File: src/design/npf_pkg.sv
// Shared constants and types for the node pool with message FIFO.
package npf_pkg;

  localparam int NODES  = 64;
  localparam int IDX_W  = $clog2(NODES);
  localparam int CNT_W  = IDX_W + 1;

  typedef enum logic [1:0] {
    REQ_ALLOC   = 2'd0,
    REQ_RELEASE = 2'd1,
    REQ_ENQUEUE = 2'd2,
    REQ_DEQUEUE = 2'd3
  } req_t;

endpackage

File: src/design/npf_ram.sv
// Single-port-write, single-port-read RAM with registered read data.
module npf_ram #(
  parameter int DEPTH = 64,
  parameter int WIDTH = 6,
  localparam int AW   = $clog2(DEPTH)
) (
  input  logic             clk,
  input  logic             we,
  input  logic [AW-1:0]    wa,
  input  logic [WIDTH-1:0] wd,
  input  logic [AW-1:0]    ra,
  output logic [WIDTH-1:0] rd
);

  logic [WIDTH-1:0] mem [DEPTH];
  logic [WIDTH-1:0] rd_r;

  always_ff @(posedge clk) begin
    if (we) begin
      mem[wa] <= wd;
    end
    rd_r <= mem[ra];
  end

  assign rd = rd_r;

endmodule

File: src/design/node_pool_with_message_fifo_core.sv
// Top level of the node pool: LIFO free stack plus FIFO of used nodes.
//
// Input channel (in_valid / in_stall): one request per transaction, with
// in_req_type (allocate, release, enqueue, dequeue) and in_node_index.
// Result channel (out_valid / out_stall): exactly one result transaction per
// request, in request order, carrying the returned node, an overflow flag and
// the queue length after the request.
// Throughput is one request per cycle while results are not stalled; an
// accepted request goes through the input and result registers. The top of
// the free stack and the queue head are prefetched from their RAMs every
// cycle, so each request is one push or pop against registered read data.
// A stalled result holds the result register; the request behind it waits in
// the input register and in_stall rises until the result is taken.
// cfg_wr_en / cfg_wr_data write the pool size (0 taken as 1, values above the
// pool capacity clipped) and reinitialize the pool: free stack holds 0 to
// size-1 with 0 on top, the queue empties. Write it only while idle.
// rst_n (synchronous) does the same with a pool size of 64; no clearing pass
// is needed, per-entry valid bits stand in for the initial stack contents.
module node_pool_with_message_fifo_core
  import npf_pkg::*;
(
  input  logic             clk,
  input  logic             rst_n,
  input  logic             cfg_wr_en,
  input  logic [CNT_W-1:0] cfg_wr_data,
  input  logic             in_valid,
  output logic             in_stall,
  input  logic [1:0]       in_req_type,
  input  logic [IDX_W-1:0] in_node_index,
  output logic             out_valid,
  input  logic             out_stall,
  output logic             out_node_valid,
  output logic [IDX_W-1:0] out_result_node,
  output logic             out_overflow,
  output logic             out_queue_empty,
  output logic [CNT_W-1:0] out_queue_length
);

  logic             s1_vld_r, s1_vld_nxt;
  req_t             s1_req_r;
  logic [IDX_W-1:0] s1_idx_r;

  logic [CNT_W-1:0] pool_size_r, pool_size_nxt;
  logic [CNT_W-1:0] free_cnt_r, free_cnt_nxt;
  logic [NODES-1:0] stk_vld_r, stk_vld_nxt;
  logic [CNT_W-1:0] q_cnt_r, q_cnt_nxt;
  logic [IDX_W-1:0] q_head_r, q_head_nxt;
  logic [IDX_W-1:0] q_tail_r, q_tail_nxt;

  logic             stk_we, ring_we;
  logic [IDX_W-1:0] stk_wa, stk_ra, ring_ra;
  logic [IDX_W-1:0] stk_ra_r;
  logic [IDX_W-1:0] stk_rd, ring_rd;
  logic             stk_byp_r, ring_byp_r;
  logic [IDX_W-1:0] byp_data_r;
  logic [IDX_W-1:0] stk_top, ring_top;
  logic [CNT_W-1:0] cfg_size;

  logic             advance, accept;
  logic             res_valid, res_ovf;
  logic [IDX_W-1:0] res_node;

  logic             out_valid_r;
  logic             out_node_valid_r, out_overflow_r, out_queue_empty_r;
  logic [IDX_W-1:0] out_result_node_r;
  logic [CNT_W-1:0] out_queue_length_r;

  assign advance  = s1_vld_r && (!out_valid_r || !out_stall);
  assign in_stall = s1_vld_r && !advance;
  assign accept   = in_valid && !in_stall;

  always_comb begin
    if (cfg_wr_data == '0) begin
      cfg_size = CNT_W'(1);
    end else if (cfg_wr_data > CNT_W'(NODES)) begin
      cfg_size = CNT_W'(NODES);
    end else begin
      cfg_size = cfg_wr_data;
    end
  end

  // entry not rewritten since init holds size-1-k
  assign stk_top  = stk_byp_r ? byp_data_r :
                    stk_vld_r[stk_ra_r] ? stk_rd :
                    IDX_W'(pool_size_r - CNT_W'(1) - CNT_W'(stk_ra_r));
  assign ring_top = ring_byp_r ? byp_data_r : ring_rd;

  always_comb begin
    free_cnt_nxt  = free_cnt_r;
    stk_vld_nxt   = stk_vld_r;
    q_cnt_nxt     = q_cnt_r;
    q_head_nxt    = q_head_r;
    q_tail_nxt    = q_tail_r;
    pool_size_nxt = pool_size_r;
    stk_we        = 1'b0;
    ring_we       = 1'b0;
    stk_wa        = free_cnt_r[IDX_W-1:0];
    res_valid     = 1'b0;
    res_node      = '0;
    res_ovf       = 1'b0;
    if (advance) begin
      case (s1_req_r)
        REQ_ALLOC: begin
          if (free_cnt_r != '0) begin
            free_cnt_nxt = free_cnt_r - CNT_W'(1);
            res_valid    = 1'b1;
            res_node     = stk_top;
          end
        end
        REQ_RELEASE: begin
          if (free_cnt_r < CNT_W'(NODES)) begin
            stk_we              = 1'b1;
            stk_vld_nxt[stk_wa] = 1'b1;
            free_cnt_nxt        = free_cnt_r + CNT_W'(1);
          end else begin
            res_ovf = 1'b1;
          end
        end
        REQ_ENQUEUE: begin
          if (q_cnt_r < CNT_W'(NODES)) begin
            ring_we    = 1'b1;
            q_tail_nxt = (q_tail_r == IDX_W'(NODES - 1)) ? '0 : q_tail_r + IDX_W'(1);
            q_cnt_nxt  = q_cnt_r + CNT_W'(1);
          end else begin
            res_ovf = 1'b1;
          end
        end
        REQ_DEQUEUE: begin
          if (q_cnt_r != '0) begin
            res_valid  = 1'b1;
            res_node   = ring_top;
            q_head_nxt = (q_head_r == IDX_W'(NODES - 1)) ? '0 : q_head_r + IDX_W'(1);
            q_cnt_nxt  = q_cnt_r - CNT_W'(1);
          end
        end
        default: ;
      endcase
    end
    if (cfg_wr_en) begin
      pool_size_nxt = cfg_size;
      free_cnt_nxt  = cfg_size;
      stk_vld_nxt   = '0;
      q_cnt_nxt     = '0;
      q_head_nxt    = '0;
      q_tail_nxt    = '0;
    end
  end

  assign stk_ra  = IDX_W'(free_cnt_nxt - CNT_W'(1));
  assign ring_ra = q_head_nxt;

  npf_ram #(.DEPTH(NODES), .WIDTH(IDX_W)) u_stk_ram (
    .clk (clk),
    .we  (stk_we),
    .wa  (stk_wa),
    .wd  (s1_idx_r),
    .ra  (stk_ra),
    .rd  (stk_rd)
  );

  npf_ram #(.DEPTH(NODES), .WIDTH(IDX_W)) u_ring_ram (
    .clk (clk),
    .we  (ring_we),
    .wa  (q_tail_r),
    .wd  (s1_idx_r),
    .ra  (ring_ra),
    .rd  (ring_rd)
  );

  always_comb begin
    s1_vld_nxt = s1_vld_r;
    if (accept) begin
      s1_vld_nxt = 1'b1;
    end else if (advance) begin
      s1_vld_nxt = 1'b0;
    end
  end

  always_ff @(posedge clk) begin
    if (!rst_n) begin
      s1_vld_r    <= 1'b0;
      out_valid_r <= 1'b0;
      pool_size_r <= CNT_W'(NODES);
      free_cnt_r  <= CNT_W'(NODES);
      stk_vld_r   <= '0;
      q_cnt_r     <= '0;
      q_head_r    <= '0;
      q_tail_r    <= '0;
      stk_byp_r   <= 1'b0;
      ring_byp_r  <= 1'b0;
    end else begin
      s1_vld_r    <= s1_vld_nxt;
      pool_size_r <= pool_size_nxt;
      free_cnt_r  <= free_cnt_nxt;
      stk_vld_r   <= stk_vld_nxt;
      q_cnt_r     <= q_cnt_nxt;
      q_head_r    <= q_head_nxt;
      q_tail_r    <= q_tail_nxt;
      stk_byp_r   <= stk_we && (stk_wa == stk_ra);
      ring_byp_r  <= ring_we && (q_tail_r == ring_ra);
      if (advance) begin
        out_valid_r <= 1'b1;
      end else if (!out_stall) begin
        out_valid_r <= 1'b0;
      end
    end
  end

  always_ff @(posedge clk) begin
    stk_ra_r   <= stk_ra;
    byp_data_r <= s1_idx_r;
    if (accept) begin
      s1_req_r <= req_t'(in_req_type);
      s1_idx_r <= in_node_index;
    end
    if (advance) begin
      out_node_valid_r   <= res_valid;
      out_result_node_r  <= res_node;
      out_overflow_r     <= res_ovf;
      out_queue_empty_r  <= (q_cnt_nxt == '0);
      out_queue_length_r <= q_cnt_nxt;
    end
  end

  assign out_valid        = out_valid_r;
  assign out_node_valid   = out_node_valid_r;
  assign out_result_node  = out_result_node_r;
  assign out_overflow     = out_overflow_r;
  assign out_queue_empty  = out_queue_empty_r;
  assign out_queue_length = out_queue_length_r;

endmodule
File: config.mk
export PLATFORM = sky130hd
export DESIGN_NAME = node_pool_with_message_fifo_core
export DESIGN_NICKNAME = d
export VERILOG_FILES = /design/src/design/npf_pkg.sv /design/src/design/npf_ram.sv /design/src/design/node_pool_with_message_fifo_core.sv
export SDC_FILE = /design/constraint.sdc
export NUM_CORES = 1
export LEC_CHECK = 0
export BUFFER_PORTS_ARGS = -buffer_cell sky130_fd_sc_hd__buf_4
export CELL_PAD_IN_SITES_DETAIL_PLACEMENT = 1
export CELL_PAD_IN_SITES_GLOBAL_PLACEMENT = 2
export CORE_MARGIN = 5
export CORE_UTILIZATION = 47
export DETAILED_ROUTE_END_ITERATION = 12
export PLACE_DENSITY_LB_ADDON = 0.1
export SKIP_CTS_REPAIR_TIMING = 1
export SYNTH_ARGS = -nofsm -noshare
export SYNTH_HDL_FRONTEND = slang
export SYNTH_SLANG_ARGS = --single-unit
File: constraint.sdc
create_clock -name clk -period 6.3 [get_ports clk]
set_input_delay 1.26 -clock clk [delete_from_list [all_inputs] [get_ports clk]]
set_output_delay 1.26 -clock clk [all_outputs]
set_load 0.02 [all_outputs]
Word level (Yosys, flattened, before mapping) --
Memories as Yosys holds them, arrays and structs flattened. A register that Yosys moved wholly into a read port is not among the register bits. Index checks and enable logic that the tools add are counted.
Storage, ports and cells: flip-flop bits (word level) 136, word-level logic and storage cells 114, input port bits 20, latch bits 0, memories kept 2, memory bits (read-only) 0, RAM bits 768
Memory list:
- u_ring_ram.mem | words 64, width 6, read ports 1, clocked after Yosys merged registers in 1, write ports 1, line npf_ram.sv:15 | logic [WIDTH-1:0] mem [DEPTH];
- u_stk_ram.mem | words 64, width 6, read ports 1, clocked after Yosys merged registers in 1, write ports 1, line npf_ram.sv:15
Operators by class: reductions and logical operators 20, shift operators 0, div/mod/pow operators 0, multiplexer cells 48, add/subtract/negate cells 9, magnitude comparators 6, equal/unequal tests 8, bitwise operators 2, multipliers 0
Operators with widths (number):
- $mux W7 | 10
- $mux W6 | 11
- $or A64 B64 Y64 | 1
- $pmux W7 S2 | 2
- $mux W1 | 20
- $add A7 B1 Y7 const B | 2
- $logic_not A7 Y1 | 2
- $lt A6 B7 Y1 const B | 2
- $lt A7 B7 Y1 const B | 2
- $reduce_bool A7 Y1 | 2
- $sub A7 B1 Y7 const B | 2
- $add A6 B1 Y6 const B | 2
- $eq A6 B6 Y1 | 2
- $eq A6 B6 Y1 const B | 2
- $pmux W6 S2 | 1
- $sub A6 B1 Y6 const B | 2
- $gt A7 B7 Y1 const B | 1
- $bmux W1 S6 | 1
- $demux W1 S6 | 1
- $ge A6 B1 Y1 const B | 1
- $logic_and A1 B1 Y1 | 6
- $reduce_and A3 Y1 | 2
- $sub A6 B6 Y6 | 1
- $eq A2 B2 Y1 const B | 2
- 9 further kinds | 13

Longest topological paths before layout --
depth in word-level cells 8, gate-level depth with buffers 19

Cells and area by module --
From an unflattened synthesis, not the netlist that was laid out.
Second synthesis, totals: cell total of the unflattened synthesis 2142, area total of the unflattened synthesis 37033.0 µm²
Modules (own cells, without submodules):
- npf_ram | instances 2, cells an instance 720, area each 15225.9 µm²
- node_pool_with_message_fifo_core | instances 1, cells an instance 702, area each 6581.3 µm²

Worst setup path before layout --
OpenSTA, ideal clock, no wires.
path type input to register, start point in cfg_wr_en, end point reg u_stk_ram.rd_r[2], in the netlist u_stk_ram.rd[2] (read register of u_stk_ram.mem), setup time 0.121 ns, setup slack 1.147 ns, buffers on the path 5, arrival 5.032 ns, stages 16, required time 6.179 ns, path through clkbuf_1 inv_1 nor2_1 o21ai_0 o311ai_4 inv_4 buf_6 buf_6 ha_1 clkinv_1 clkbuf_1 clkbuf_1 mux4_2 a2111oi_0 nor4_1 mux2_2
On the way: word-level cells in the longest chain between the ends 2
RTL lines:
- from (decl) | line node_pool_with_message_fifo_core.sv:24 | input logic cfg_wr_en,
- $mux W7 | line node_pool_with_message_fifo_core.sv:139 | if (cfg_wr_en) begin
- $sub A6 B1 Y6 | line node_pool_with_message_fifo_core.sv:149 | assign stk_ra = IDX_W'(free_cnt_nxt - CNT_W'(1));
- named net stk_ra[0] | line node_pool_with_message_fifo_core.sv:51 | logic [IDX_W-1:0] stk_wa, stk_ra, ring_ra;
- to (decl) | line npf_ram.sv:16 | logic [WIDTH-1:0] rd_r;
The timed path passes the listed nets, and every way through them passes these cells. A chain may end at the register's enable or synchronous reset.

Final worst setup path --
start point reg free_cnt_r[0], end point reg u_stk_ram.rd_r[0], in the netlist u_stk_ram.rd[0] (read register of u_stk_ram.mem)
On the way: word-level cells in the longest chain between the ends 6
RTL lines:
- from (decl) | line node_pool_with_message_fifo_core.sv:44 | logic [CNT_W-1:0] free_cnt_r, free_cnt_nxt;
- from (signal assigned) | line node_pool_with_message_fifo_core.sv:184 | free_cnt_r <= CNT_W'(NODES);
- from (signal assigned) | line node_pool_with_message_fifo_core.sv:194 | free_cnt_r <= free_cnt_nxt;
- $add A7 B1 Y7, or another cell as far along | line node_pool_with_message_fifo_core.sv:114 | free_cnt_nxt = free_cnt_r + CNT_W'(1);
- $mux W7, on equally long branches | line node_pool_with_message_fifo_core.sv:111, node_pool_with_message_fifo_core.sv:104
- $pmux W7 S2 | line node_pool_with_message_fifo_core.sv:102 | case (s1_req_r)
- $mux W7 * | line node_pool_with_message_fifo_core.sv:101 | if (advance) begin
- $mux W7 * | line node_pool_with_message_fifo_core.sv:139
- $sub A6 B1 Y6 * | line node_pool_with_message_fifo_core.sv:149
Every way passes the cells marked *; elsewhere a longest branch is shown, timed or not.

==> flow_summary.toml <==
[status]
outcome = "complete, no violations"

[grt]
grt_pass1_wl_um = 158000
grt_overflow_total = 0
grt_pass1_vias = 23300
grt_max_degree = 94
grt_usage_pct = 25.0
antenna_found_initial = 5

[floorplan]
io_pins = 38
fp.dieW_um = 291
initial_core_util_pct = 47.2
core_um2 = 78600
die-area_um2 = 84700
die_h_um = 291
num_rows = 103

[finish]
fin_cells = 3683
layout.nets = 2587
fillCellCount = 7420
final_core_util_pct = 53.4
drive_gt1_share_pct = 15.5
syn2layout_area_growth_pct = 13.1

[clock_tree]
clock_sinks = 916
root_buffer = "clkbuf_16"
cts_tree = "done"
cts_made_buffers = 95
clk_latency_ns = 0.67
clockBufferDepth = 3
clk_pin_slew_ns = 0.06
cts-htree-levels = 3

[placed_design]
dpl.hpwl_um = 68700
dpl.cell_count = 3503
pre_cts_ws_ns = 0.471
gp_congestion = 0.857
io_buffers = 37

[worst_setup_path]
cp.arrival_ns = 6.30
crit_type = "reg2reg"
required_ns = 6.86
crit_path_start_kind = "register"
end_kind = "register"
path_max_fanout = 20

[detailed_routing]
antenna_left = 0
drc = 0
routed_wl_um = 107000
viasPerCell = 6.02
wl_per_cell_um = 29.2
first_iter_violations = 1714
dr.pass1.iters = 5
routed-via-count = 22200

[run]
maxCapViolCount = 0

[synthesis]
synth_xor_area_share_pct = 0.684
yosys.area_share.simple_pct = 10.0
yosysMostFrequentCell = "edfxtp_1"
yosysTopAreaCell = "edfxtp_1"
synth-warning-count = 0
synthCells = 2493
yosysSeqAreaShare_pct = 70.8
synthTopCellsByCount = "792 x edfxtp_1, 286 x nand2_1, 243 x nor2_1"
netlist.area_leader.share_pct = 64.1
synth-edff-count = 792
synthMuxAreaShare_pct = 9.54
synth.area.top_cells = "edfxtp_1 64%, mux4_2 7.6%, dfxtp_1 6.7%"
syn_area_um2 = 37100
async_flop_share_pct = 0
synth.distinct_cells = 73
syn-num-nets = 2530
synth_compound_area_share_pct = 6.22
synth_top_family_by_area = "simple AND/OR/NAND/NOR gates"
ys.flop_type = "edfxtp_1"
ys_ff_latch = 916
synthAdderAreaFrac_pct = 0.593
avgSynthCellArea_um2 = 14.9

[sta]
report.final.hold_viol_count = 0
rsz0062_at_grt = "false"
fin_worst_skew_ns = 0.0413
worst_slew_pin_slew_ns = 1.32
layout_min_cycle_time_ns = 5.74
worst_hold_slack_ns = 0.465
fin_crit_sh_pct = 91.1
slew_viol_final = 0
tns_ns = 0
clock.fmax_ghz = 0.174
setup_violations = 0
maxSlewHeadroom_pct = 11.2
fin_ws_ns = 0.563

[min_path]
min_path_type = "reg2reg"

[pwr]
irDropWorstVdd_v = 0.000346
p_leak_nw = 13.7
powerDensity_nw_per_um2 = 314
-- power breakdown --
part	internal, W	switching, W	total [W]	leakage [nW]
clock	0.00328	0.00234	0.00561	1.50
sequential	0.00663	0.0000743	0.00671	8.14
combinational	0.000317	0.000550	0.000867	4.07
-- stage by stage --
stage / power, W / area (um2)
5_1_grt: 0.0136 / 42000
3_3_place_gp: 0.00768 / 38900
4_1_cts: 0.0133 / 42000
3_5_place_dp: 0.00770 / 38900
6_report: 0.0132 / 42000
2_1_floorplan: 0.00730 / 37100
-- cell usage in the layout (no fill, tap or decap), drive strengths merged, types with 16 or more instances in the layout --
| master | n |
|---|---|
| ha | 16 |
| clkbuf | 139 |
| o21a | 30 |
| a2111oi | 54 |
| buf | 116 |
| a31oi | 20 |
| nand3 | 97 |
| nor3 | 23 |
| xnor2 | 19 |
| edfxtp | 792 |
| a21oi | 75 |
| and3 | 67 |
| dfxtp | 124 |
| clkinv | 29 |
| nor2 | 243 |
| inv | 33 |
| nor4 | 20 |
| o21ai | 28 |
| nor2b | 16 |
| mux2i | 61 |
| nand2 | 286 |
| mux4 | 125 |
-- cell type report --
cell class                 count  area, um2  area share (%)
timing repair buffer         116        996            2.37
inverter                      34        134           0.319
sequential                   916      26300            62.6
multi-input combinational   1387      10200            24.2
clock inverter                38        437            1.04
clock buffer                 139       2680            6.37
tap                         1050       1310            3.13
antenna                        3       7.51          0.0179
-- final timing paths --
check                                   start               to  slack (ns)  cells after the start
worst min-delay path            stk_vld_r[33]    stk_vld_r[33]        0.46                      1
worst max-delay path            free_cnt_r[0]  u_stk_ram.rd[0]        0.56                     15
worst max register to register  free_cnt_r[0]  u_stk_ram.rd[0]        0.56                     15
worst min register to register  stk_vld_r[33]    stk_vld_r[33]        0.46                      1
-- registers in the layout, indices dropped and copies added (netlist names), 7 cells and up --
signal,cells
free_cnt_r,7
out_queue_length,7
u_stk_ram.mem,384
u_ring_ram.mem,384
q_cnt_r,7
stk_vld_r,64
-- critical path: stages, from the launching register on --
cell and delay, ns:
dfxtp_1 0.38, inv_1 0.23, ha_1 0.27, or4b_1 0.56
or3_1 0.40, and3_1 0.18, o311ai_4 0.39, inv_6 0.14
ha_1 0.37, clkinv_2 0.35, buf_12 0.31, mux4_2 0.30
and3_1 0.19, a2111oi_0 1.05, nor4_1 0.18, mux2_2 0.33
-- logic make-up (layout without fill, tap and decap cells) --
kind of cell	after synthesis	after routing
compound gates	323	323
mux	196	196
fa+ha+maj	17	17
other cells	0	3
xor+xnor	29	29
simple gates	822	822
flops	916	916
buf+inv	190	327
-- per-layer routing --
layer / part of all wire (%) / vias up / global-route usage, %
met3: 5.1 / 206 / 4.24
li1: - / 9744 / -
met4: 3.9 / 0 / 8.93
met5: 0 / - / 0
met1: 41 / 11600 / 32.7
met2: 50 / 608 / 42.6
(Power assumes the default switching activity.)
